===== src/rtl/core/mi_dir_pkg.sv =====
`timescale 1ns / 1ps

package mi_dir_pkg;

   // Fixed field widths
   localparam int BLOCK_W    = 10;
   localparam int NODE_W     = 4;
   localparam int LAT_W      = 10;
   localparam int DISP_W     = 3;
   localparam int CSR_ADDR_W = 3;
   localparam int CSR_DATA_W = 32;

   localparam logic [LAT_W-1:0] MISS_LATENCY_RESET = LAT_W'(100);
   localparam logic [NODE_W-1:0] OWN_NODE_ID_RESET = '0;

   // Register select, taken from paddr[2] (word aligned registers)
   typedef enum logic {
      REG_MISS_LATENCY = 1'b0,
      REG_OWN_NODE_ID  = 1'b1
   } csr_reg_type;

   // Message kinds on the request channel
   typedef enum logic {
      ACT_GETM = 1'b0,
      ACT_DATA = 1'b1
   } action_type;

   // Coherence message kinds
   typedef enum logic {
      MSG_INV  = 1'b0,
      MSG_DATA = 1'b1
   } msg_kind_type;

   // Directory entry states; code 3 is unused
   typedef enum logic [1:0] {
      DIR_I  = 2'd0,
      DIR_M  = 2'd1,
      DIR_MM = 2'd2
   } dir_state_type;

   typedef enum logic [DISP_W-1:0] {
      DISP_NONE    = 3'd0,
      DISP_WAIT    = 3'd1,
      DISP_DONE    = 3'd2,
      DISP_REQUEUE = 3'd3,
      DISP_ERROR   = 3'd4
   } disp_type;

   // Engine sequencer
   typedef enum logic [1:0] {
      ENG_IDLE = 2'd0,
      ENG_SLOT = 2'd1,
      ENG_EXEC = 2'd2
   } eng_state_type;

   // One directory table word
   typedef struct packed {
      dir_state_type      state;
      logic [NODE_W-1:0]  owner;
      logic [NODE_W-1:0]  pending;
   } entry_type;

   // Configuration seen by the engine
   typedef struct packed {
      logic [LAT_W-1:0]  miss_latency;
      logic [NODE_W-1:0] own_node_id;
   } cfg_type;

endpackage


===== src/rtl/core/mi_dir_engine.sv =====
`timescale 1ns / 1ps

module mi_dir_engine #(
   parameter int ENTRIES = 1024,
   localparam int SLOT_W = $clog2(ENTRIES)
) (
   input  logic                                clock,
   input  logic                                reset,
   input  logic                                start,
   output logic                                busy,
   input  logic                                req_valid,
   input  logic                                req_action,
   input  logic [mi_dir_pkg::BLOCK_W-1:0]      req_block_index,
   input  logic [mi_dir_pkg::NODE_W-1:0]       req_source_node,
   input  mi_dir_pkg::cfg_type                 cfg,
   input  logic                                clearing,
   output logic [SLOT_W-1:0]                   tbl_rd_addr,
   input  mi_dir_pkg::entry_type               tbl_rd_data,
   output logic                                tbl_wr_en,
   output logic [SLOT_W-1:0]                   tbl_wr_addr,
   output mi_dir_pkg::entry_type               tbl_wr_data,
   output logic                                rsp_valid,
   output logic [mi_dir_pkg::DISP_W-1:0]       rsp_disposition,
   output logic                                rsp_msg_valid,
   output logic                                rsp_msg_kind,
   output logic [mi_dir_pkg::NODE_W-1:0]       rsp_msg_target,
   output logic [mi_dir_pkg::BLOCK_W-1:0]      rsp_msg_block,
   output logic                                rsp_mem_data_valid,
   output logic [mi_dir_pkg::NODE_W-1:0]       rsp_mem_data_target,
   output logic [mi_dir_pkg::BLOCK_W-1:0]      rsp_mem_data_block,
   output logic [mi_dir_pkg::NODE_W-1:0]       rsp_sender_node
);

   localparam int BW       = mi_dir_pkg::BLOCK_W;
   localparam int NW       = mi_dir_pkg::NODE_W;
   // Slot reduction is needed only when the table is smaller than the index space
   localparam bit NEED_MOD = (ENTRIES < (2 ** BW));
   // Floor reciprocal, quotient estimate is exact or one low
   localparam int SH       = 2 * BW;
   localparam int RECIP    = (2 ** SH) / ENTRIES;
   localparam logic [SH-1:0] RECIP_C = SH'(RECIP);
   localparam logic [BW-1:0] ENT_C   = BW'(ENTRIES);

   mi_dir_pkg::eng_state_type state_ff, state_in;

   // Captured item
   logic                 valid_ff;
   mi_dir_pkg::action_type act_ff;
   logic [BW-1:0]        blk_ff;
   logic [NW-1:0]        src_ff;
   logic [BW-1:0]        q_ff;
   logic [SLOT_W-1:0]    slot_ff;

   // Miss timer
   logic                 miss_busy_ff, miss_busy_in;
   logic [mi_dir_pkg::LAT_W-1:0] miss_cnt_ff, miss_cnt_in;
   logic [BW-1:0]        miss_blk_ff, miss_blk_in;
   logic [NW-1:0]        miss_tgt_ff, miss_tgt_in;

   // Result registers
   logic                 rsp_valid_ff;
   mi_dir_pkg::disp_type disp_ff, disp_in;
   logic                 msg_valid_ff, msg_valid_in;
   mi_dir_pkg::msg_kind_type msg_kind_ff, msg_kind_in;
   logic [NW-1:0]        msg_target_ff, msg_target_in;
   logic [BW-1:0]        msg_block_ff, msg_block_in;
   logic                 mem_valid_ff, mem_valid_in;
   logic [NW-1:0]        mem_target_ff, mem_target_in;
   logic [BW-1:0]        mem_block_ff, mem_block_in;
   logic [NW-1:0]        sender_ff;

   logic                 accept;
   logic                 exec;
   logic [BW+SH-1:0]     recip_prod;
   logic [2*BW-1:0]      qe_prod;
   logic [BW-1:0]        rem_raw;
   logic [BW-1:0]        rem_fix;
   logic [SLOT_W-1:0]    direct_slot;
   logic [SLOT_W-1:0]    mod_slot;
   mi_dir_pkg::entry_type entry;
   logic                 upd_en;

   assign busy   = (state_ff != mi_dir_pkg::ENG_IDLE) | clearing;
   assign accept = start & ~busy;
   assign exec   = (state_ff == mi_dir_pkg::ENG_EXEC);

   // Slot reduction: quotient estimate at accept, remainder with one correction next cycle
   assign recip_prod  = (BW+SH)'(req_block_index) * (BW+SH)'(RECIP_C);
   assign qe_prod     = (2*BW)'(q_ff) * (2*BW)'(ENT_C);
   assign rem_raw     = blk_ff - qe_prod[BW-1:0];
   assign rem_fix     = (rem_raw >= ENT_C) ? (rem_raw - ENT_C) : rem_raw;
   assign mod_slot    = SLOT_W'(rem_fix);
   assign direct_slot = SLOT_W'(req_block_index);

   // Read is issued at accept, or after slot reduction
   assign tbl_rd_addr = (state_ff == mi_dir_pkg::ENG_SLOT) ? mod_slot : direct_slot;
   assign tbl_wr_addr = slot_ff;

   // Sequencer: write-back in EXEC finishes before the next read can be issued
   always_ff @(posedge clock) begin
      if (reset) begin
         state_ff <= mi_dir_pkg::ENG_IDLE;
      end else begin
         state_ff <= state_in;
      end
   end

   always_comb begin
      state_in = state_ff;
      unique case (state_ff)
         mi_dir_pkg::ENG_IDLE: begin
            if (accept) begin
               state_in = NEED_MOD ? mi_dir_pkg::ENG_SLOT : mi_dir_pkg::ENG_EXEC;
            end
         end
         mi_dir_pkg::ENG_SLOT: state_in = mi_dir_pkg::ENG_EXEC;
         mi_dir_pkg::ENG_EXEC: state_in = mi_dir_pkg::ENG_IDLE;
         default:              state_in = mi_dir_pkg::ENG_IDLE;
      endcase
   end

   // Item capture
   always_ff @(posedge clock) begin
      if (accept) begin
         valid_ff <= req_valid;
         act_ff   <= mi_dir_pkg::action_type'(req_action);
         blk_ff   <= req_block_index;
         src_ff   <= req_source_node;
         q_ff     <= recip_prod[BW+SH-1:SH];
      end
      if (!exec) begin
         slot_ff <= tbl_rd_addr;
      end
   end

   // Protocol decision and miss timer
   always_comb begin
      entry         = tbl_rd_data;
      disp_in       = mi_dir_pkg::DISP_NONE;
      msg_valid_in  = 1'b0;
      msg_kind_in   = mi_dir_pkg::MSG_INV;
      msg_target_in = '0;
      msg_block_in  = '0;
      mem_valid_in  = 1'b0;
      mem_target_in = '0;
      mem_block_in  = '0;
      miss_busy_in  = miss_busy_ff;
      miss_cnt_in   = miss_cnt_ff;
      miss_blk_in   = miss_blk_ff;
      miss_tgt_in   = miss_tgt_ff;
      upd_en        = 1'b0;
      tbl_wr_data   = entry;

      if (valid_ff) begin
         if (miss_busy_ff) begin
            disp_in = mi_dir_pkg::DISP_WAIT;
         end else begin
            disp_in = mi_dir_pkg::DISP_ERROR;
            case (entry.state)
               mi_dir_pkg::DIR_I: begin
                  if (act_ff == mi_dir_pkg::ACT_GETM) begin
                     miss_busy_in      = 1'b1;
                     miss_cnt_in       = cfg.miss_latency;
                     miss_blk_in       = blk_ff;
                     miss_tgt_in       = src_ff;
                     tbl_wr_data.state = mi_dir_pkg::DIR_M;
                     tbl_wr_data.owner = src_ff;
                     upd_en            = 1'b1;
                     disp_in           = mi_dir_pkg::DISP_DONE;
                  end
               end
               mi_dir_pkg::DIR_M: begin
                  if (act_ff == mi_dir_pkg::ACT_GETM) begin
                     // No invalidate when the owner asks again
                     if (entry.owner != src_ff) begin
                        msg_valid_in  = 1'b1;
                        msg_kind_in   = mi_dir_pkg::MSG_INV;
                        msg_target_in = entry.owner;
                        msg_block_in  = blk_ff;
                     end
                     tbl_wr_data.state   = mi_dir_pkg::DIR_MM;
                     tbl_wr_data.pending = src_ff;
                     upd_en              = 1'b1;
                     disp_in             = mi_dir_pkg::DISP_DONE;
                  end
               end
               mi_dir_pkg::DIR_MM: begin
                  if (act_ff == mi_dir_pkg::ACT_DATA) begin
                     msg_valid_in      = 1'b1;
                     msg_kind_in       = mi_dir_pkg::MSG_DATA;
                     msg_target_in     = entry.pending;
                     msg_block_in      = blk_ff;
                     tbl_wr_data.state = mi_dir_pkg::DIR_M;
                     tbl_wr_data.owner = entry.pending;
                     upd_en            = 1'b1;
                     disp_in           = mi_dir_pkg::DISP_DONE;
                  end else begin
                     disp_in = mi_dir_pkg::DISP_REQUEUE;
                  end
               end
               default: begin
                  disp_in = mi_dir_pkg::DISP_ERROR;
               end
            endcase
         end
      end

      // Countdown runs once per tick, including the tick that started the miss
      if (miss_busy_in) begin
         if (miss_cnt_in == '0) begin
            mem_valid_in  = 1'b1;
            mem_target_in = miss_tgt_in;
            mem_block_in  = miss_blk_in;
            miss_busy_in  = 1'b0;
         end else begin
            miss_cnt_in = miss_cnt_in - 1'b1;
         end
      end
   end

   assign tbl_wr_en = exec & upd_en;

   // Miss timer state
   always_ff @(posedge clock) begin
      if (reset) begin
         miss_busy_ff <= 1'b0;
         miss_cnt_ff  <= '0;
         miss_blk_ff  <= '0;
         miss_tgt_ff  <= '0;
      end else if (exec) begin
         miss_busy_ff <= miss_busy_in;
         miss_cnt_ff  <= miss_cnt_in;
         miss_blk_ff  <= miss_blk_in;
         miss_tgt_ff  <= miss_tgt_in;
      end
   end

   // Result strobe
   always_ff @(posedge clock) begin
      if (reset) begin
         rsp_valid_ff <= 1'b0;
      end else begin
         rsp_valid_ff <= exec;
      end
   end

   // Result payload
   always_ff @(posedge clock) begin
      if (exec) begin
         disp_ff       <= disp_in;
         msg_valid_ff  <= msg_valid_in;
         msg_kind_ff   <= msg_kind_in;
         msg_target_ff <= msg_target_in;
         msg_block_ff  <= msg_block_in;
         mem_valid_ff  <= mem_valid_in;
         mem_target_ff <= mem_target_in;
         mem_block_ff  <= mem_block_in;
         sender_ff     <= cfg.own_node_id;
      end
   end

   assign rsp_valid           = rsp_valid_ff;
   assign rsp_disposition     = disp_ff;
   assign rsp_msg_valid       = msg_valid_ff;
   assign rsp_msg_kind        = msg_kind_ff;
   assign rsp_msg_target      = msg_target_ff;
   assign rsp_msg_block       = msg_block_ff;
   assign rsp_mem_data_valid  = mem_valid_ff;
   assign rsp_mem_data_target = mem_target_ff;
   assign rsp_mem_data_block  = mem_block_ff;
   assign rsp_sender_node     = sender_ff;

endmodule


===== config.mk =====
export PLATFORM = sky130hd
export DESIGN_NAME = mi_dir_engine
export DESIGN_NICKNAME = d
export VERILOG_FILES = /design/src/rtl/core/mi_dir_pkg.sv /design/src/rtl/core/mi_dir_engine.sv
export SDC_FILE = /design/constraint.sdc
export NUM_CORES = 1
export LEC_CHECK = 0
export ABC_AREA = 1
export BUFFER_PORTS_ARGS = -buffer_cell sky130_fd_sc_hd__buf_2
export CORE_UTILIZATION = 40
export CTS_CLUSTER_DIAMETER = 150
export DETAILED_ROUTE_END_ITERATION = 8
export PLACE_DENSITY = 0.69
export SETUP_SLACK_MARGIN = 0.15
export SLEW_MARGIN = 20
export SYNTH_ARGS = -nofsm -noshare
export SYNTH_HDL_FRONTEND = slang
export SYNTH_SLANG_ARGS = --single-unit

===== constraint.sdc =====
create_clock -name clock -period 2.9 [get_ports clock]
set_input_delay 0.145 -clock clock [delete_from_list [all_inputs] [get_ports clock]]
set_output_delay 0.145 -clock clock [all_outputs]
set_load 0.1 [all_outputs]

---- After elaboration in Yosys (flattened, before gate mapping) ----
Cells that the tools add are included.
word-level totals
  register bits ........................... 92
  output and inout bits ................... 71
  bits of input ports ..................... 44
operators by class
  bitwise operators ....................... 6
  equal/unequal tests ..................... 6
  add/subtract/negate cells ............... 1
  reductions and logical operators ........ 8
  muxes and demuxes ....................... 52
operators with widths
  operator                                            number
  2-to-1 mux 10 bit                                   16
  2-to-1 mux 4 bit                                    9
  case mux 10 bit (2 select lines)                    1
  case mux 4 bit (2 select lines)                     2
  2-to-1 mux 1 bit                                    14
  2-to-1 mux 6 bit                                    2
  logical NOT 10 bit                                  1
  subtractor 10 x 1 -> 10 bit, second input constant  1
  case mux 2 bit (3 select lines)                     1
  case mux 3 bit (2 select lines)                     1
  == test 2 x 1 -> 1 bit, second input constant       2
  == test 2 bit, second input constant                2
  logical NOT 2 bit                                   2
  2-to-1 mux 2 bit                                    2
  inequality test 4 bit                               1
  case mux 1 bit (2 select lines)                     2
  case mux 2 bit (2 select lines)                     1
  OR reduction 2 bit                                  2
  2-to-1 mux 3 bit                                    1
  inverter 1 bit                                      3
  OR reduction 3 bit                                  1
  AND 1 bit                                           2
  inequality test 2 bit, second input constant        1
  AND reduction 2 bit                                 1
  other kinds (2)                                     2

---- Logic depth before layout (Yosys ltp) ----
  word-level depth ........................ 7
  mapped depth ............................ 18
  gate-level depth less buffers ........... 17

---- Worst setup path after synthesis ----
Ideal clock, no wire load.
  kind .................................... register to output
  start point ............................. register state_ff[1]
  end point ............................... output port tbl_wr_en
  stages on the path, launching flop included .. 4
  data arrival time ....................... 3909 ps
  path buffers ............................ 1
  path slack .............................. -1154 ps
  required time ........................... 2755 ps
  cells stage by stage .................... dfxtp_1 inv_1 clkbuf_1 nor3_1
between the ends
  longest elaborated chain between the ends .. 2
ends and longest elaborated chain
  item                      RTL line              source
  start: declaration        mi_dir_engine.sv:44   mi_dir_pkg::eng_state_type state_ff, state_in;
  start signal: assignment  mi_dir_engine.sv:102  state_ff <= mi_dir_pkg::ENG_IDLE;
  start signal: assignment  mi_dir_engine.sv:104  state_ff <= state_in;
  == test 2 bit             mi_dir_engine.sv:85   assign exec = (state_ff == mi_dir_pkg::ENG_EXEC);
  AND 1 bit                 mi_dir_engine.sv:221  assign tbl_wr_en = exec & upd_en;
  end: declaration          mi_dir_engine.sv:19   output logic tbl_wr_en,
No other way between the ends.

---- Final worst setup path ----
  start point ............................. register act_ff
  end point ............................... register miss_cnt_ff[8] (netlist name)
between the ends
  longest elaborated chain between the ends .. 7
  elaborated cells on any way between the ends .. 12
ends and longest elaborated chain
  item                                                                      RTL line                                    source
  start: declaration                                                        mi_dir_engine.sv:48                         mi_dir_pkg::action_type act_ff;
  start signal: assignment                                                  mi_dir_engine.sv:126                        act_ff <= mi_dir_pkg::action_type'(req_action);
  2-to-1 mux 10 bit                                                         mi_dir_engine.sv:161                        if (act_ff == mi_dir_pkg::ACT_GETM) begin
  2-to-1 mux 10 bit                                                         mi_dir_engine.sv:159                        case (entry.state)
  2-to-1 mux 10 bit                                                         mi_dir_engine.sv:155                        if (miss_busy_ff) begin
  2-to-1 mux 10 bit                                                         mi_dir_engine.sv:154                        if (valid_ff) begin
  subtractor 10 x 1 -> 10 bit / logical NOT 10 bit (equally long branches)  mi_dir_engine.sv:216, mi_dir_engine.sv:210
  2-to-1 mux 10 bit                                                         mi_dir_engine.sv:210                        if (miss_cnt_in == '0) begin
  2-to-1 mux 10 bit *                                                       mi_dir_engine.sv:209                        if (miss_busy_in) begin
  end signal: assignment                                                    mi_dir_engine.sv:232                        miss_cnt_ff <= miss_cnt_in;
  end: declaration                                                          mi_dir_engine.sv:56                         logic [mi_dir_pkg::LAT_W-1:0] miss_cnt_ff, miss_cnt_in;
Mark *: on every way between the ends. The rest lies on a longest branch, timed or not.
A chain may end at the register's enable or synchronous reset.

==> impl_summary.log <==
INFO  metric outcome = finished, final reports clean
INFO  metric postCtsSetupRepairBufs = 0
INFO  metric syn_inst = around 480
INFO  metric count_of_flip_flops_with_a_built_in_enable_after_synthesis = between 60 and 70
INFO  metric p_per_area = ~530 nW/um^2
INFO  metric final_period_minus_worst_setup_slack = ~2.5 ns
INFO  metric timing.critical_path.required = around 3.2 ns
INFO  metric drc = 0
INFO  metric post_route_cells_drive_above_1_share = 27.0%
INFO  metric antenna_violating_nets_post_route = 0
INFO  metric die-width = between 100 and 150 um
INFO  metric maxCapViolCount = 0
INFO  metric first_global_vias = about 3400
INFO  metric maximum_number_of_pins_on_one_net_before_global_route_repair = 78
INFO  metric share_of_synthesized_registers_carrying_an_async_set_or_reset = 0%
INFO  metric synthesized_area = ~4400 um^2
INFO  metric synth.top_cell.area_share = approximately 44%
INFO  metric start_kind = flop
INFO  metric die_height = ~110 um
INFO  metric setup-violations-final = 0
INFO  metric layout.cells.non_filler = between 700 and 800
INFO  metric hold_class = in -> reg
INFO  metric leakage = between 2 and 2.5 nW
INFO  metric synthMuxAreaShare = less than 1%
INFO  metric cts-resized-gates = 0
INFO  metric yosys-top-cells-area = sky130_fd_sc_hd__edfxtp_1, sky130_fd_sc_hd__dfxtp_1, sky130_fd_sc_hd__nand2_1
INFO  metric numCtsBuffers = 9
INFO  metric antenna_cells = 0
INFO  metric effective_utilization_at_floorplan = a little over two fifths
INFO  metric max_clock_freq = 405 MHz
INFO  metric cp-end-kind = flop
INFO  metric yosysSeqAreaShare = roughly 56%
INFO  metric final.setup.tns = 0 ns
INFO  metric detailroute.via_count = approximately 3600
INFO  metric synth.avg_cell_area = about 9 um^2
INFO  metric synth_top_family_by_area = simple AND/OR/NAND/NOR gates
INFO  metric synthXorXnorAreaFrac = under 10%
INFO  metric final_common_cell = sky130_fd_sc_hd__buf_2
INFO  metric period_share = 85.1%
INFO  metric area_growth_syn_to_layout = 22.9%
INFO  metric dr.first_iter.drc_count = roughly 150
INFO  metric timing_worst_slew_pin_value = between 0.8 and 0.9 ns
INFO  metric unrepaired_setup_endpoints_after_global_routing = no
INFO  metric vdd_drop_max = between 0.2 and 0.25 mV
INFO  metric clock_tree.root_cell = sky130_fd_sc_hd__clkbuf_8
INFO  metric place_hpwl = ~7.1 mm
INFO  metric area_fraction_in_and_or_nand_and_nor_cells_after_synthesis = 22.5%
INFO  metric seq_area = ~2500 um^2
INFO  metric drt-vias-per-instance = between 4 and 5
INFO  metric post_drt_wl_per_cell = between 10 and 15 um
INFO  metric yosysTopAreaCell = sky130_fd_sc_hd__edfxtp_1
INFO  metric placement_row_count = 37
INFO  metric fin_worst_skew = ~0.011 ns
INFO  metric buffer_ports.inserted = 114
INFO  metric top_level_ports = about 120
INFO  metric cts_tree = built
INFO  metric finalHoldViolCount = 0
INFO  metric maximum_count_of_clock_buffers_along_a_single_path = 2
INFO  metric placeableCoreArea = 10500 um^2
INFO  metric postSynthRegisterBits = 91
INFO  metric place_inst = 708
INFO  metric clk_latency = 0.36 ns
INFO  metric finalNetCount = around 650
INFO  metric fp.dieArea = between 10000 and 15000 um^2
INFO  metric synth-compound-area-share = under 10%
INFO  metric ys_dominant_reg_cell = sky130_fd_sc_hd__edfxtp_1
INFO  metric yosys.cell_types.count = 37
INFO  metric ctsHtreeMaxLevel = 3
INFO  metric globalRoute.totalOverflow = 0
INFO  metric most-common-layout-cells = sky130_fd_sc_hd__buf_2, sky130_fd_sc_hd__nand2_1, sky130_fd_sc_hd__inv_1, sky130_fd_sc_hd__edfxtp_1, sky130_fd_sc_hd__nor2_1
INFO  metric critical_path_data_arrival_time = roughly 2.7 ns
INFO  metric synth-adder-area-share = 1.42%
INFO  metric total_area_of_multi_input_combinational_cells = around 1500 um^2
INFO  metric timing_max_transition_violations_final = 0
INFO  metric synth_fp_nets = 527
INFO  metric timing.max_slew.rel_slack = between 40% and 50%
INFO  metric synth_warnings = 0
INFO  metric routability_congestion_estimate = about 0.83
INFO  metric crit_path_max_fanout = 21
INFO  metric number_of_antenna_violations_at_the_first_check_in_global_routing = 0
INFO  metric route.final.wire_length = 10.1 mm
INFO  metric cts.reportedPaths.clkPinSlew = around 0.090 ns
INFO  metric grt_first_pass_wirelength = ~16 mm
INFO  metric criticalPathCategory = reg -> reg
INFO  metric filler_cell_count = 977
INFO  metric grt_util_all_layers = around 18%
INFO  metric drt_first_pass_iters = 5
INFO  metric cts_num_sinks = 91
critical path, cell delays in order (launching register included):
cell and delay (ns):
sky130_fd_sc_hd__edfxtp_1 0.52, sky130_fd_sc_hd__nor2_4 0.25, sky130_fd_sc_hd__nand2_4 0.19, sky130_fd_sc_hd__o21ai_4 0.22
sky130_fd_sc_hd__ha_1 0.24, sky130_fd_sc_hd__nand3_2 0.14, sky130_fd_sc_hd__nor2_8 0.18, sky130_fd_sc_hd__nand4_4 0.26
sky130_fd_sc_hd__nand2_1 0.16, sky130_fd_sc_hd__nor2_1 0.06, sky130_fd_sc_hd__nor2_1 0.10, sky130_fd_sc_hd__nor2_1 0.05
power by group:
| part | total [W] | leakage (nW) | switching, W | internal, W |
|---|---|---|---|---|
| logic | 0.000665 | 1.56 | 0.000516 | 0.000149 |
| clock network | 0.000756 | 0.0786 | 0.000439 | 0.000317 |
| registers | 0.00146 | 0.838 | 0.0000194 | 0.00144 |
| total | 0.00288 | 2.48 | 0.000975 | 0.00190 |
sequential cells by signal (all words and copies together) (netlist names):
register             cells
blk_ff                  10
miss_blk_ff             10
miss_cnt_ff             10
rsp_mem_data_block      10
rsp_msg_block           10
tbl_wr_addr             10
miss_tgt_ff              4
rsp_mem_data_target      4
rsp_msg_target           4
rsp_sender_node          4
src_ff                   4
rsp_disposition          3
act_ff                   1
miss_busy_ff             1
rsp_mem_data_valid       1
rsp_msg_kind             1
rsp_msg_valid            1
rsp_valid                1
state_ff                 1
valid_ff                 1
routing by layer:
layer / global-route usage (%) / wire, um / vias to the layer above
met5: 0 / 0 / -
met4: 10.5 / 246 / 0
met3: 3.22 / 469 / 16
met2: 30.6 / 5050 / 100
met1: 22.2 / 4360 / 1638
li1: - / - / 1803
Yosys cell counts, drive strengths merged (3+ instances only):
master / number
inv: 74
nand2: 115
nor3: 5
edfxtp: 64
buf: 18
nand4: 5
o211ai: 15
nor2: 51
a21oi: 20
o21ai: 29
clkbuf: 7
or2: 3
ha: 5
nand3: 26
xnor2: 5
dfxtp: 27
path summary, 6_finish.rpt:
| check | from | endpoint | slack [ns] | cells after the start |
|---|---|---|---|---|
| worst max-delay path | act_ff$_DFFE_PP_ | miss_cnt_ff[8]$_SDFFE_PP0P_ | 0.43 | 11 |
| worst min-delay path | start | state_ff[1]$_SDFFE_PP0P_ | 0.05 | 3 |
| worst max register to register | act_ff$_DFFE_PP_ | miss_cnt_ff[8]$_SDFFE_PP0P_ | 0.43 | 11 |
| worst min register to register | miss_cnt_ff[1]$_SDFFE_PP0P_ | miss_cnt_ff[1]$_SDFFE_PP0P_ | 0.47 | 2 |
final cells by class:
cell class	instances	share of cell area, %
Clock buffer	13	2.56
Timing Repair Buffer	139	14.9
Tap cell	136	3.14
Inverter	75	5.20
Multi-Input combinational cell	287	28.3
Sequential cell	91	45.5
Clock inverter	3	0.416
cells by family (layout without fill, tap and decap cells):
family | Yosys count | count (layout)
xor+xnor | 6 | 6
flops | 91 | 91
fa+ha+maj | 5 | 5
mux | 1 | 1
compound gates | 68 | 68
simple gates | 207 | 207
buf+inv | 100 | 230
through the flow:
stage               util, %  setup WS [ns]  power (W)  instance area (um^2)  hold WS, ns
floorplan                 -         0.0905    0.00201                  4420        0.244
global placement       48.1          0.450    0.00212                  5050        0.323
finish                 51.5          0.431    0.00288                  5420       0.0532
global route           51.5          0.226    0.00300                  5420       0.0491
CTS                    51.5          0.410    0.00291                  5420       0.0379
detailed placement     48.1          0.257    0.00213                  5050        0.324
repair_timing:
action                                  4_1_cts  5_1_grt
endpoints found under the hold margin        30        0
hold buffers                                 20        0
endpoints found under the setup margin        0        0
Power figures use the tool's default switching activity.
