==> config.mk <==
export PLATFORM = sky130hd
export DESIGN_NAME = mi_dir_csr
export DESIGN_NICKNAME = d
export VERILOG_FILES = /design/src/rtl/core/mi_dir_pkg.sv /design/src/rtl/core/mi_dir_csr.sv
export SDC_FILE = /design/constraint.sdc
export NUM_CORES = 1
export LEC_CHECK = 0
export ABC_AREA = 1
export BUFFER_PORTS_ARGS = -buffer_cell sky130_fd_sc_hd__buf_4
export CAP_MARGIN = 15
export CORE_ASPECT_RATIO = 0.7
export CORE_MARGIN = 8
export CORE_UTILIZATION = 31
export CTS_BUF_LIST = sky130_fd_sc_hd__clkbuf_4 sky130_fd_sc_hd__clkbuf_8 sky130_fd_sc_hd__clkbuf_16
export CTS_CLUSTER_SIZE = 12
export DETAILED_ROUTE_END_ITERATION = 6
export GPL_TIMING_DRIVEN = 0
export PLACE_DENSITY = 0.7
export SETUP_SLACK_MARGIN = 0.05
export SLEW_MARGIN = 20
export SYNTH_ARGS = -nofsm -noshare
export SYNTH_HDL_FRONTEND = slang
export SYNTH_SLANG_ARGS = --single-unit
==> constraint.sdc <==
create_clock -name clock -period 1.4 [get_ports clock]
set_input_delay 0.07 -clock clock [delete_from_list [all_inputs] [get_ports clock]]
set_output_delay 0.07 -clock clock [all_outputs]
set_load 0.02 [all_outputs]
==> src/rtl/core/mi_dir_pkg.sv <==
`timescale 1ns / 1ps

package mi_dir_pkg;

   // Fixed field widths
   localparam int BLOCK_W    = 10;
   localparam int NODE_W     = 4;
   localparam int LAT_W      = 10;
   localparam int DISP_W     = 3;
   localparam int CSR_ADDR_W = 3;
   localparam int CSR_DATA_W = 32;

   localparam logic [LAT_W-1:0] MISS_LATENCY_RESET = LAT_W'(100);
   localparam logic [NODE_W-1:0] OWN_NODE_ID_RESET = '0;

   // Register select, taken from paddr[2] (word aligned registers)
   typedef enum logic {
      REG_MISS_LATENCY = 1'b0,
      REG_OWN_NODE_ID  = 1'b1
   } csr_reg_type;

   // Message kinds on the request channel
   typedef enum logic {
      ACT_GETM = 1'b0,
      ACT_DATA = 1'b1
   } action_type;

   // Coherence message kinds
   typedef enum logic {
      MSG_INV  = 1'b0,
      MSG_DATA = 1'b1
   } msg_kind_type;

   // Directory entry states; code 3 is unused
   typedef enum logic [1:0] {
      DIR_I  = 2'd0,
      DIR_M  = 2'd1,
      DIR_MM = 2'd2
   } dir_state_type;

   typedef enum logic [DISP_W-1:0] {
      DISP_NONE    = 3'd0,
      DISP_WAIT    = 3'd1,
      DISP_DONE    = 3'd2,
      DISP_REQUEUE = 3'd3,
      DISP_ERROR   = 3'd4
   } disp_type;

   // Engine sequencer
   typedef enum logic [1:0] {
      ENG_IDLE = 2'd0,
      ENG_SLOT = 2'd1,
      ENG_EXEC = 2'd2
   } eng_state_type;

   // One directory table word
   typedef struct packed {
      dir_state_type      state;
      logic [NODE_W-1:0]  owner;
      logic [NODE_W-1:0]  pending;
   } entry_type;

   // Configuration seen by the engine
   typedef struct packed {
      logic [LAT_W-1:0]  miss_latency;
      logic [NODE_W-1:0] own_node_id;
   } cfg_type;

endpackage

==> src/rtl/core/mi_dir_csr.sv <==
`timescale 1ns / 1ps

module mi_dir_csr (
   input  logic                                 clock,
   input  logic                                 reset,
   input  logic                                 psel,
   input  logic                                 penable,
   input  logic                                 pwrite,
   input  logic [mi_dir_pkg::CSR_ADDR_W-1:0]    paddr,
   input  logic [mi_dir_pkg::CSR_DATA_W-1:0]    pwdata,
   output logic [mi_dir_pkg::CSR_DATA_W-1:0]    prdata,
   output logic                                 pready,
   output mi_dir_pkg::cfg_type                  cfg
);

   logic [mi_dir_pkg::LAT_W-1:0]  miss_latency_ff;
   logic [mi_dir_pkg::NODE_W-1:0] own_node_id_ff;
   mi_dir_pkg::csr_reg_type       reg_sel;
   logic                          wr_xfer;

   assign reg_sel = mi_dir_pkg::csr_reg_type'(paddr[2]);
   assign wr_xfer = psel & penable & pwrite;
   assign pready  = 1'b1;

   // Register writes on the access phase
   always_ff @(posedge clock) begin
      if (reset) begin
         miss_latency_ff <= mi_dir_pkg::MISS_LATENCY_RESET;
         own_node_id_ff  <= mi_dir_pkg::OWN_NODE_ID_RESET;
      end else if (wr_xfer) begin
         unique case (reg_sel)
            mi_dir_pkg::REG_MISS_LATENCY: begin
               miss_latency_ff <= pwdata[mi_dir_pkg::LAT_W-1:0];
            end
            mi_dir_pkg::REG_OWN_NODE_ID: begin
               own_node_id_ff <= pwdata[mi_dir_pkg::NODE_W-1:0];
            end
            default: begin
            end
         endcase
      end
   end

   // Read mux
   always_comb begin
      prdata = '0;
      unique case (reg_sel)
         mi_dir_pkg::REG_MISS_LATENCY: prdata = mi_dir_pkg::CSR_DATA_W'(miss_latency_ff);
         mi_dir_pkg::REG_OWN_NODE_ID:  prdata = mi_dir_pkg::CSR_DATA_W'(own_node_id_ff);
         default:                      prdata = '0;
      endcase
   end

   assign cfg.miss_latency = miss_latency_ff;
   assign cfg.own_node_id  = own_node_id_ff;

endmodule

* Word-level counts from Yosys, hierarchy flattened *
Cells that the tools add are included.

word-level totals
  register bits after elaboration = 14
  latch bits = 0
  memory bits (writable) = 0
  memory bits (read-only) = 0
  input port bits = 40
  output and inout port bits = 47
  logic and storage cells = 8
  memories = 0

cells by class
  add/sub/neg operators = 0
  multipliers = 0
  divide/modulo/power cells = 0
  $lt $le $gt $ge = 0
  eq/ne operators = 0
  shift operators = 0
  muxes and demuxes = 1
  bitwise operators = 3
  reductions and logical operators = 2

operators by type and width
  kind                                    count
  32-bit one-hot mux with 2 select lines  1
  2-bit AND reduction                     2
  1-bit AND                               2
  1-bit inverter                          1

* Longest topological paths before layout *
Gate-level depths: netlist of the first run.

  depth in word-level cells = 3
  mapped depth = 6
  depth with buffers taken out = 5

* Worst setup path before layout of the first run *
OpenSTA, ideal clock, no wires.

  path type = flip-flop to output port
  start point = reg miss_latency_ff[4] (netlist bit)
  end point = out prdata[4] (netlist bit)
  data arrival time = 0.782 ns
  required time = 1.330 ns
  path slack = 0.548 ns
  cell stages (with the launch flop) = 3
  buffers on the path = 0
  path through = dfxtp_1 > inv_1 > nor2_1

on the way
  longest elaborated chain between the ends = 1

ends and longest elaborated chain
  item                                    line              text
  from (decl)                             mi_dir_csr.sv:16  logic [mi_dir_pkg::LAT_W-1:0] miss_latency_ff;
  from (signal assigned)                  mi_dir_csr.sv:28  miss_latency_ff <= mi_dir_pkg::MISS_LATENCY_RESET;
  from (signal assigned)                  mi_dir_csr.sv:33  miss_latency_ff <= pwdata[mi_dir_pkg::LAT_W-1:0];
  32-bit one-hot mux with 2 select lines  mi_dir_csr.sv:47  unique case (reg_sel)
  to (decl)                               mi_dir_csr.sv:11  output logic [mi_dir_pkg::CSR_DATA_W-1:0] prdata,

No other way between the ends. The select of a mux whose other input is x is not followed.

* Worst setup path after layout of the first run *
  start point = reg miss_latency_ff[7] (netlist bit)
  end point = out prdata[7] (netlist bit)

Same word-level chain as after synthesis.

==> PnR_summary.wiki, run 1 <==
{| class="wikitable"
! Metric !! Value
|-
| Largest net degree at the start of global routing || 11
|-
| Max Buffers Root-to-Sink || 2
|-
| Proportion of netlist area held by the largest area contributor || 30.3%
|-
| Achievable Freq || 1050 MHz
|-
| Drt initial violations || 47
|-
| Total setup violations reported at the end of the flow || 0
|-
| Top cells by instance count after synthesis || 31 x sky130_fd_sc_hd__nand2_1, 26 x sky130_fd_sc_hd__nor2_1, 23 x sky130_fd_sc_hd__buf_4
|-
| Part of the power in the clock network || 30.1%
|-
| Maximum capacitance violations || 0
|-
| Area Overhead vs Synth || 48.6%
|-
| Crit. End Element || output port
|-
| Run status || completed
|-
| Worst clock skew || 0 ns
|-
| NetSw || 0.310 mW
|-
| DP Area || 1340 µm²
|-
| Ys async rst share || 0%
|-
| Width of the chip || 81.3 µm
|-
| Data arrival time of the worst path || 0.88 ns
|-
| Routability cong. || 0.722
|-
| Total negative setup slack || 0 ns
|-
| Post-CTS Setup Bufs || 0
|-
| Unrepaired setup endpoints after global routing || no
|-
| Reg clk slew, reported paths || 0.05 ns
|-
| DR vias/cell || 3.68
|-
| Internal Power || 0.735 mW
|-
| Required @ worst endpoint || 1.33 ns
|-
| Leading area contributor after synthesis || sky130_fd_sc_hd__dfxtp_1
|-
| Yosys warnings || 0
|-
| Biggest area contributors in the synthesized netlist || sky130_fd_sc_hd__dfxtp_1 30%, sky130_fd_sc_hd__buf_4 19%, sky130_fd_sc_hd__nand2_1 13%
|-
| Number of iterations in the first detailed-routing pass || 4
|-
| Pwr Density || 759 nW/µm²
|-
| Antenna violations before repair || 0
|-
| EDFF count, synth || 0
|-
| Layout cell share with drive strength beyond 1 || 40.0%
|-
| Top flip-flop cell by instance count after synthesis || sky130_fd_sc_hd__dfxtp_1
|-
| Post-route DRC || 0
|-
| Std-Cell Core Area || 2820 µm²
|-
| Pins Over Slew Limit || 0
|-
| Total of fill cells in the finished design || 300
|-
| Maximum net fanout on the critical path || 3
|-
| Inserted Clock Buffers || 3
|-
| Number of gates resized after cts || 0
|-
| Net switching fraction of the power || 29.7%
|-
| Mean area per synthesized cell || 6.71 µm²
|-
| Sequential power share || 40.6%
|-
| Sinks on Clock Net || 14
|-
| Number of buffers inserted by port buffering || 38
|-
| Overall routing resource usage || 9.00%
|-
| Synth Register Bits || 14
|-
| TritonCTS clock tree || built
|-
| Count of unique library cells instantiated by Yosys || 13
|-
| Gate power share || 29.3%
|-
| Post-layout instance area || 1380 µm²
|-
| Count of vias placed by the detailed router || 868
|-
| I/O pin cnt || 87
|-
| Tmin final || 0.949 ns
|-
| Die area || 5020 µm²
|-
| Path category of the worst min-delay check || input port to flip-flop
|-
| Master cell of the clock root buffer || sky130_fd_sc_hd__clkbuf_8
|-
| LEAKAGE || 0.789 nW
|-
| Number of hold buffers added after CTS || 0
|-
| Startpoint Class || flip-flop
|-
| Post-DP HPWL || 2.00 mm
|-
| Routed Antenna Nets || 0
|-
| Final routed wirelength across all metal layers || 2.39 mm
|-
| Insertion delay to the later sink of the worst-skew pair || 0.24 ns
|-
| Die Span Y || 61.7 µm
|-
| Number of standard cells after synthesis || 138
|-
| Effective utilization at floorplan || 32.8%
|-
| Final count of hold timing violations || 0
|-
| Final-stage net count || 242
|-
| Post-synthesis instance area || 926 µm²
|-
| Number of rows created at floorplan || 16
|-
| Maximum level of the CTS H-tree || 1
|-
| Part of the Yosys area used for sequential elements || 30.3%
|-
| Category of the most critical setup path || flip-flop to output port
|-
| Final worst path period share || 67.8%
|-
| Count of inserted antenna diode cells || 0
|-
| Worst IR drop on VDD || 0.466 mV
|-
| Sum of overflow across all layers after global routing || 0
|-
| Most common cell in the synthesized netlist || sky130_fd_sc_hd__nand2_1
|-
| Wire length per cell || 10.1 µm
|-
| First-pass GRT wire length || 3.46 mm
|-
| Number of global-route vias before repair || 737
|}
[cell families after synthesis]
logic type / Yosys count / share of synthesized area [%]
flip-flops: 14 / 30.3
other: 2 / 0.811
buffers and inverters: 45 / 30.5
AND/OR/NAND/NOR: 77 / 38.4
[power by group through the flow]
stage	clock network (mW)	registers [mW]	logic, mW
3_5_place_dp	0	0.432	0.305
6_report	0.315	0.424	0.306
2_1_floorplan	0	0.448	0.199
3_3_place_gp	0	0.432	0.303
4_1_cts	0.332	0.424	0.305
5_1_grt	0.346	0.426	0.332
[layer usage]
layer	part of all wire [%]	vias up	track usage [%]	wire length (µm)
li1	-	485	-	-
met1	45	349	11.2	1080
met2	46	32	14.2	1090
met3	9.2	2	4.02	219
met4	0.17	0	1.52	4
met5	0	-	0	0
[path summary, 6_finish.rpt]
check	slack, ns	start	to	cells past startpoint
max reg2reg	0.79	miss_latency_ff[4]$_SDFFE_PP0P_	miss_latency_ff[4]$_SDFFE_PP0P_	2
max	0.45	miss_latency_ff[7]$_SDFFE_PP0P_	prdata[7]	3
min	0.04	pwdata[5]	miss_latency_ff[5]$_SDFFE_PP1P_	3
min reg2reg	0.48	miss_latency_ff[2]$_SDFFE_PP1P_	miss_latency_ff[2]$_SDFFE_PP1P_	2
[area by class of cell]
class / instances / area [µm²] / area share, %
sequential: 14 / 280 / 20.4
tap: 36 / 45.0 / 3.27
inverter: 17 / 66.3 / 4.82
timing repair buffer: 38 / 285 / 20.7
buffer: 28 / 216 / 15.7
clock buffer: 3 / 41.3 / 3.00
multi-input combinational: 100 / 442 / 32.1
[sequential cells by signal (all words and copies together) (netlist names)]
name             count
own_node_id_ff       4
miss_latency_ff     10
[critical path: stages, from the launching register on]
cell,delay (ns)
sky130_fd_sc_hd__dfxtp_1,0.36
sky130_fd_sc_hd__inv_1,0.05
sky130_fd_sc_hd__nor2_1,0.08
sky130_fd_sc_hd__buf_4,0.14
[cell usage in the layout (no fill, tap or decap), drive strengths merged]
master and instances:
nor2 31, clkbuf 3, nand3 15, inv 17, buf 66, conb 23, nand2 31, dfxtp 14
[through the flow]
stage                     total power, mW  setup WS (ns)  std cells  utilization [%]  hold slack (ns)
after floorplan                     0.647          0.548        159                -            0.196
after global placement              0.735          0.602        233             47.3            0.284
after detailed placement            0.737          0.589        233             47.3            0.291
after CTS                            1.06          0.439        236             48.8           0.0301
after global routing                 1.10          0.394        236             48.8           0.0465
final                                1.04          0.451        236             48.8           0.0369
(Power assumes the default switching activity.)
==> run 2, diff against run 1 <==
- PLACE_DENSITY: 0.7 -> 0.72
- clock period: 1.4 -> 0.8 ns (I/O delays scaled with it)
==> PnR_summary.wiki, run 2 (synthesis gave the netlist of run 1 again) <==
{| class="wikitable"
! Metric !! Value
|-
| Crit. End Element || output port (unchanged)
|-
| First-pass GRT wire length || 3.82 mm (was 3.46 mm)
|-
| Number of rows created at floorplan || 16 (unchanged)
|-
| Number of buffers inserted by port buffering || 38 (unchanged)
|-
| Layer carrying the most global-route usage || met2 (unchanged)
|-
| Overall routing resource usage || 9.97% (was 9.00%)
|-
| Most frequent standard cell in the layout excluding fill and tap cells || sky130_fd_sc_hd__buf_4 (unchanged)
|-
| Routed Antenna Nets || 0 (unchanged)
|-
| Number of hold buffers added after CTS || 0 (unchanged)
|-
| Final-stage net count || 246 (was 242)
|-
| Minimum hold slack || 0.00641 ns (was 0.0369 ns)
|-
| Maximum capacitance violations || 0 (unchanged)
|-
| Total setup violations reported at the end of the flow || 13 (was 0)
|-
| Max Buffers Root-to-Sink || 2 (unchanged)
|-
| Total of fill cells in the finished design || 279 (was 300)
|-
| Tmin final || 0.905 ns
|-
| Required @ worst endpoint || 0.76 ns (was 1.33 ns)
|-
| I/O pin cnt || 87 (unchanged)
|-
| Inserted Clock Buffers || 3 (unchanged)
|-
| TritonCTS clock tree || built (unchanged)
|-
| Routing usage on met3 || 3.74% (was 4.02%)
|-
| Achievable Freq || 1100 MHz
|-
| Antenna violations before repair || 0 (unchanged)
|-
| Pins Over Slew Limit || 0 (unchanged)
|-
| Count of vias placed by the detailed router || 916 (was 868)
|-
| Startpoint Class || flip-flop (unchanged)
|-
| Path category of the worst min-delay check || input port to flip-flop (unchanged)
|-
| Final routed wirelength across all metal layers || 2.55 mm (was 2.39 mm)
|-
| Std-Cell Core Area || 2820 µm² (unchanged)
|-
| Largest Register || miss_latency_ff (unchanged)
|-
| Maximum level of the CTS H-tree || 1 (unchanged)
|-
| Drt initial violations || 39 (was 47)
|-
| Post-DP HPWL || 2.08 mm (was 2.00 mm)
|-
| Master cell of the clock root buffer || sky130_fd_sc_hd__clkbuf_8 (unchanged)
|-
| Smallest setup slack after layout || -0.105 ns (was 0.451 ns)
|-
| LEAKAGE || 0.839 nW (was 0.789 nW)
|-
| Biggest regs || miss_latency_ff: 10 flops, own_node_id_ff: 4 flops (unchanged)
|-
| Post-route core utilization || 54.7% (was 48.8%)
|-
| Die area || 5020 µm² (unchanged)
|-
| Number of flip-flops in the largest register || 10 (unchanged)
|-
| Category of the most critical setup path || flip-flop to output port (unchanged)
|-
| Die Span Y || 61.7 µm (unchanged)
|-
| Sum of overflow across all layers after global routing || 0 (unchanged)
|-
| Width of the chip || 81.3 µm (unchanged)
|-
| Effective utilization at floorplan || 32.8% (unchanged)
|-
| Sinks on Clock Net || 14 (unchanged)
|-
| Data arrival time of the worst path || 0.87 ns (was 0.88 ns)
|-
| Area Overhead vs Synth || 66.8% (was 48.6%)
|-
| Global routing usage on met1 || 12.4% (was 11.2%)
|-
| Final worst path period share || 113%
|-
| Wire length per cell || 10.6 µm (was 10.1 µm)
|-
| Number of global-route vias before repair || 836 (was 737)
|-
| Layout cell share with drive strength beyond 1 || 53.7% (was 40.0%)
|-
| Maximum net fanout on the critical path || 3 (unchanged)
|-
| Multi-input logic area || 462 µm² (was 442 µm²)
|-
| Post-layout instance area || 1540 µm² (was 1380 µm²)
|-
| Largest net degree at the start of global routing || 11 (unchanged)
|-
| FF/Latch Area || 298 µm² (was 280 µm²)
|-
| Run status || finished with violations (was completed)
|-
| Final count of hold timing violations || 0 (unchanged)
|-
| PnR Total Power || 2.03 mW (was 1.04 mW)
|-
| Insertion delay to the later sink of the worst-skew pair || 0.24 ns (about the same)
|-
| Total negative setup slack || -0.993 ns (was 0 ns)
|-
| Count of inserted antenna diode cells || 0 (unchanged)
|-
| GR met2 Demand/Resource || 15.0% (was 14.2%)
|-
| DR vias/cell || 3.80 (was 3.68)
|-
| Unrepaired setup endpoints after global routing || yes (was no)
|-
| Reg clk slew, reported paths || 0.06 ns (was 0.05 ns)
|-
| Pwr Density || 1310 nW/µm² (was 759 nW/µm²)
|-
| Number of iterations in the first detailed-routing pass || 4 (unchanged)
|-
| Routability cong. || 0.752 (was 0.722)
|-
| DP Area || 1350 µm² (was 1340 µm²)
|-
| Placed Cells || 233 (unchanged)
|-
| Failing checks || negative setup slack
|-
| Worst clock skew || 0 ns (unchanged)
|-
| Worst IR drop on VDD || 1.08 mV (was 0.466 mV)
|-
| Layout Cells excl Fill || 241 (was 236)
|-
| Pre-CTS worst setup slack || 0.0124 ns (was 0.589 ns)
|-
| Commonest cells after routing, fill and taps aside || 42 x sky130_fd_sc_hd__buf_4, 29 x sky130_fd_sc_hd__nand2_1, 26 x sky130_fd_sc_hd__buf_6 (was 61 x sky130_fd_sc_hd__buf_4, 31 x sky130_fd_sc_hd__nand2_1, 26 x sky130_fd_sc_hd__nor2_1)
|-
| Post-route DRC || 0 (unchanged)
|}
==> run 2: critical path: stages, from the launching register on <==
cell and delay (ns):
sky130_fd_sc_hd__dfxtp_2 0.35, sky130_fd_sc_hd__inv_2 0.04, sky130_fd_sc_hd__nor2_2 0.10, sky130_fd_sc_hd__buf_6 0.12
==> run 2: metal layers <==
metal  vias to the layer above  wire [µm]
met5                         -          0
li1                        497          -
met1                       384       1050
met2                        33       1220
met3                         2        256
met4                         0         28
==> run 2: worst paths after layout <==
kind	from	to	slack (ns)	cells after the start
max	miss_latency_ff[9]$_SDFFE_PP0P_	prdata[9]	-0.11	3
min	pwdata[5]	miss_latency_ff[5]$_SDFFE_PP1P_	0.006	3
max reg2reg	miss_latency_ff[5]$_SDFFE_PP1P_	miss_latency_ff[5]$_SDFFE_PP1P_	0.13	3
min reg2reg	miss_latency_ff[6]$_SDFFE_PP1P_	miss_latency_ff[6]$_SDFFE_PP1P_	0.48	2
==> run 2: layout make-up <==
class | instances | share of cell area, %
Multi-Input combinational cell | 100 | 29.9
Sequential cell | 14 | 19.3
Timing Repair Buffer | 42 | 26.0
Inverter | 17 | 4.29
Clock buffer | 4 | 3.57
Buffer | 28 | 14.0
Tap cell | 36 | 2.92
==> run 2: timing repair <==
action	CTS	global route
endpoints found under the setup margin	24	24
setup buffers	1	3
pin swaps	3	3
gates resized for setup	26	16
==> run 2: power breakdown <==
group          total, mW  internal, mW  switching (mW)
Clock              0.696         0.436           0.260
Combinational      0.583         0.267           0.316
Sequential         0.751         0.727          0.0234
Total               2.03          1.43           0.599
==> run 3, diff against run 2 <==
- CORE_UTILIZATION: 31 -> 33
- PLACE_DENSITY: 0.72 -> 0.76
==> PnR_summary.wiki, run 3 (synthesis gave the netlist of run 1 again) <==
{| class="wikitable"
! Metric !! Value
|-
| Reg clk slew, reported paths || 0.06 ns (about the same)
|-
| First-pass GRT wire length || 3.89 mm (was 3.82 mm)
|-
| Failing checks || negative setup slack (unchanged)
|-
| Total of fill cells in the finished design || 272 (was 279)
|-
| Worst IR drop on VDD || 0.891 mV (was 1.08 mV)
|-
| Std-Cell Core Area || 2740 µm² (was 2820 µm²)
|-
| Effective utilization at floorplan || 33.8% (was 32.8%)
|-
| Overall routing resource usage || 10.5% (was 9.97%)
|-
| Number of iterations in the first detailed-routing pass || 4 (unchanged)
|-
| Inserted Clock Buffers || 3 (unchanged)
|-
| Largest Register || miss_latency_ff (unchanged)
|-
| Post-route core utilization || 59.6% (was 54.7%)
|-
| Sum of overflow across all layers after global routing || 0 (unchanged)
|-
| Number of global-route vias before repair || 861 (was 836)
|-
| Maximum level of the CTS H-tree || 1 (unchanged)
|-
| Final count of hold timing violations || 0 (unchanged)
|-
| Width of the chip || 79.3 µm (was 81.3 µm)
|-
| Post-route DRC || 0 (unchanged)
|-
| Category of the most critical setup path || flip-flop to output port (unchanged)
|-
| Area Overhead vs Synth || 76.5% (was 66.8%)
|-
| Biggest regs || miss_latency_ff: 10 flops, own_node_id_ff: 4 flops (unchanged)
|-
| Delay of the slowest critical-path stage || 0.34 ns (was 0.35 ns)
|-
| Worst clock skew || 0 ns (unchanged)
|-
| Critical path buffers and inverters || 2 (unchanged)
|-
| Total negative setup slack || -1.14 ns (was -0.993 ns)
|-
| Cell family with most CP delay || flip-flops (unchanged)
|-
| Final worst path period share || 111% (was 113%)
|-
| Max Buffers Root-to-Sink || 2 (unchanged)
|-
| Required @ worst endpoint || 0.76 ns (about the same)
|-
| Die area || 4780 µm² (was 5020 µm²)
|-
| Die Span Y || 60.3 µm (was 61.7 µm)
|-
| Path category of the worst min-delay check || input port to flip-flop (unchanged)
|-
| Insertion delay to the later sink of the worst-skew pair || 0.24 ns (about the same)
|-
| Largest net degree at the start of global routing || 11 (unchanged)
|-
| Commonest cells after routing, fill and taps aside || 42 x sky130_fd_sc_hd__buf_4, 34 x sky130_fd_sc_hd__buf_6, 31 x sky130_fd_sc_hd__nand2_1 (was 42 x sky130_fd_sc_hd__buf_4, 29 x sky130_fd_sc_hd__nand2_1, 26 x sky130_fd_sc_hd__buf_6)
|-
| Count of inserted antenna diode cells || 0 (unchanged)
|-
| Maximum capacitance violations || 0 (unchanged)
|-
| TritonCTS clock tree || built (unchanged)
|-
| Crit. End Element || output port (unchanged)
|-
| Pins Over Slew Limit || 0 (unchanged)
|-
| Layout cell share with drive strength beyond 1 || 55.9% (was 53.7%)
|-
| Critical Path, Cell by Cell || inv_2 > nor2_2 > buf_6 (unchanged)
|-
| Unrepaired setup endpoints after global routing || yes (unchanged)
|-
| Number of flip-flops in the largest register || 10 (unchanged)
|-
| Most frequent standard cell in the layout excluding fill and tap cells || sky130_fd_sc_hd__buf_4 (unchanged)
|-
| Number of rows created at floorplan || 16 (unchanged)
|-
| Pwr Density || 1250 nW/µm² (was 1310 nW/µm²)
|-
| Smallest setup slack after layout || -0.0908 ns (was -0.105 ns)
|-
| Achievable Freq || 1120 MHz (was 1100 MHz)
|-
| Tmin final || 0.891 ns (was 0.905 ns)
|-
| Routability cong. || 0.702 (was 0.752)
|-
| Data arrival time of the worst path || 0.85 ns (was 0.87 ns)
|-
| LEAKAGE || 0.887 nW (was 0.839 nW)
|-
| Maximum net fanout on the critical path || 3 (unchanged)
|-
| Total setup violations reported at the end of the flow || 20 (was 13)
|-
| Final-stage net count || 254 (was 246)
|-
| Wire length per cell || 10.4 µm (was 10.6 µm)
|-
| Master cell of the clock root buffer || sky130_fd_sc_hd__clkbuf_8 (unchanged)
|-
| I/O pin cnt || 87 (unchanged)
|-
| Sinks on Clock Net || 14 (unchanged)
|-
| Count of vias placed by the detailed router || 920 (was 916)
|-
| Number of buffers inserted by port buffering || 38 (unchanged)
|-
| Startpoint Class || flip-flop (unchanged)
|-
| DR vias/cell || 3.69 (was 3.80)
|-
| Final routed wirelength across all metal layers || 2.58 mm (was 2.55 mm)
|-
| Number of hold buffers added after CTS || 0 (unchanged)
|-
| Run status || finished with violations (unchanged)
|-
| Antenna violations before repair || 0 (unchanged)
|-
| Post-DP HPWL || 2.05 mm (was 2.08 mm)
|-
| Slowest cell on the critical path || sky130_fd_sc_hd__dfxtp_2 (unchanged)
|-
| Drt initial violations || 18 (was 39)
|-
| Routed Antenna Nets || 0 (unchanged)
|}
[run 3: cell count changes in the layout (fill, tap and decap cells not counted), sizes merged]
cell / delta
buf: +8
[run 3: report_power, final]
part	switching [mW]	internal (mW)
logic	0.325	0.292
clock network	0.237	0.435
registers	0.0230	0.728
total	0.585	1.45
[run 3: cell type report]
cell class	count	area (µm²)	area share, %
multi-input cells	100	462	28.3
flip-flops and latches	14	298	18.2
well taps	36	45.0	2.76
clock buffers	4	55.1	3.37
repair buffers	50	492	30.1
inverters	17	66.3	4.06
plain buffers	28	216	13.2
[run 3: worst paths after layout]
| path | endpoint | depth (start not counted) | startpoint | slack, ns |
|---|---|---|---|---|
| worst max-delay path | prdata[6] | 3 | miss_latency_ff[6]$_SDFFE_PP1P_ | -0.09 |
| worst min-delay path | miss_latency_ff[5]$_SDFFE_PP1P_ | 3 | pwdata[5] | 0.007 |
| worst max register to register | own_node_id_ff[1]$_SDFFE_PP0P_ | 3 | own_node_id_ff[1]$_SDFFE_PP0P_ | 0.10 |
| worst min register to register | miss_latency_ff[2]$_SDFFE_PP1P_ | 2 | miss_latency_ff[2]$_SDFFE_PP1P_ | 0.47 |
[run 3: worst register-to-register path: stages, from the launching register on]
cell	delay, ns
sky130_fd_sc_hd__dfxtp_2	0.33
sky130_fd_sc_hd__buf_4	0.13
sky130_fd_sc_hd__nor2_1	0.09
sky130_fd_sc_hd__nor2_1	0.05
[run 3: what timing repair did]
| action | 4_1_cts | 5_1_grt |
|---|---|---|
| buffers inserted | 4 | 8 |
| endpoints found under the setup margin | 24 | 24 |
| pin swaps | 10 | 3 |
| gates resized for setup | 41 | 11 |
[run 3: stage by stage]
step / power, mW / hold WS, ns / cells / cell area, µm² / setup WS [ns]
4_1_cts: 2.03 / 0.000310 / 241 / 1540 / -0.104
3_5_place_dp: 1.30 / 0.262 / 233 / 1350 / 0.000356
6_report: 2.04 / 0.00651 / 249 / 1630 / -0.0908
3_3_place_gp: 1.29 / 0.254 / 233 / 1350 / 0.0120
2_1_floorplan: 1.14 / 0.166 / 159 / 1020 / 0.0502
5_1_grt: 2.16 / 0.0154 / 249 / 1630 / -0.129
[run 3: per-layer routing]
metal / global-route usage, % / wire length (µm) / vias up
li1: - / - / 513
met2: 19.0 / 1320 / 31
met5: 0 / 0 / -
met3: 5.56 / 235 / 2
met1: 10.9 / 1020 / 374
met4: 0.787 / 4 / 0
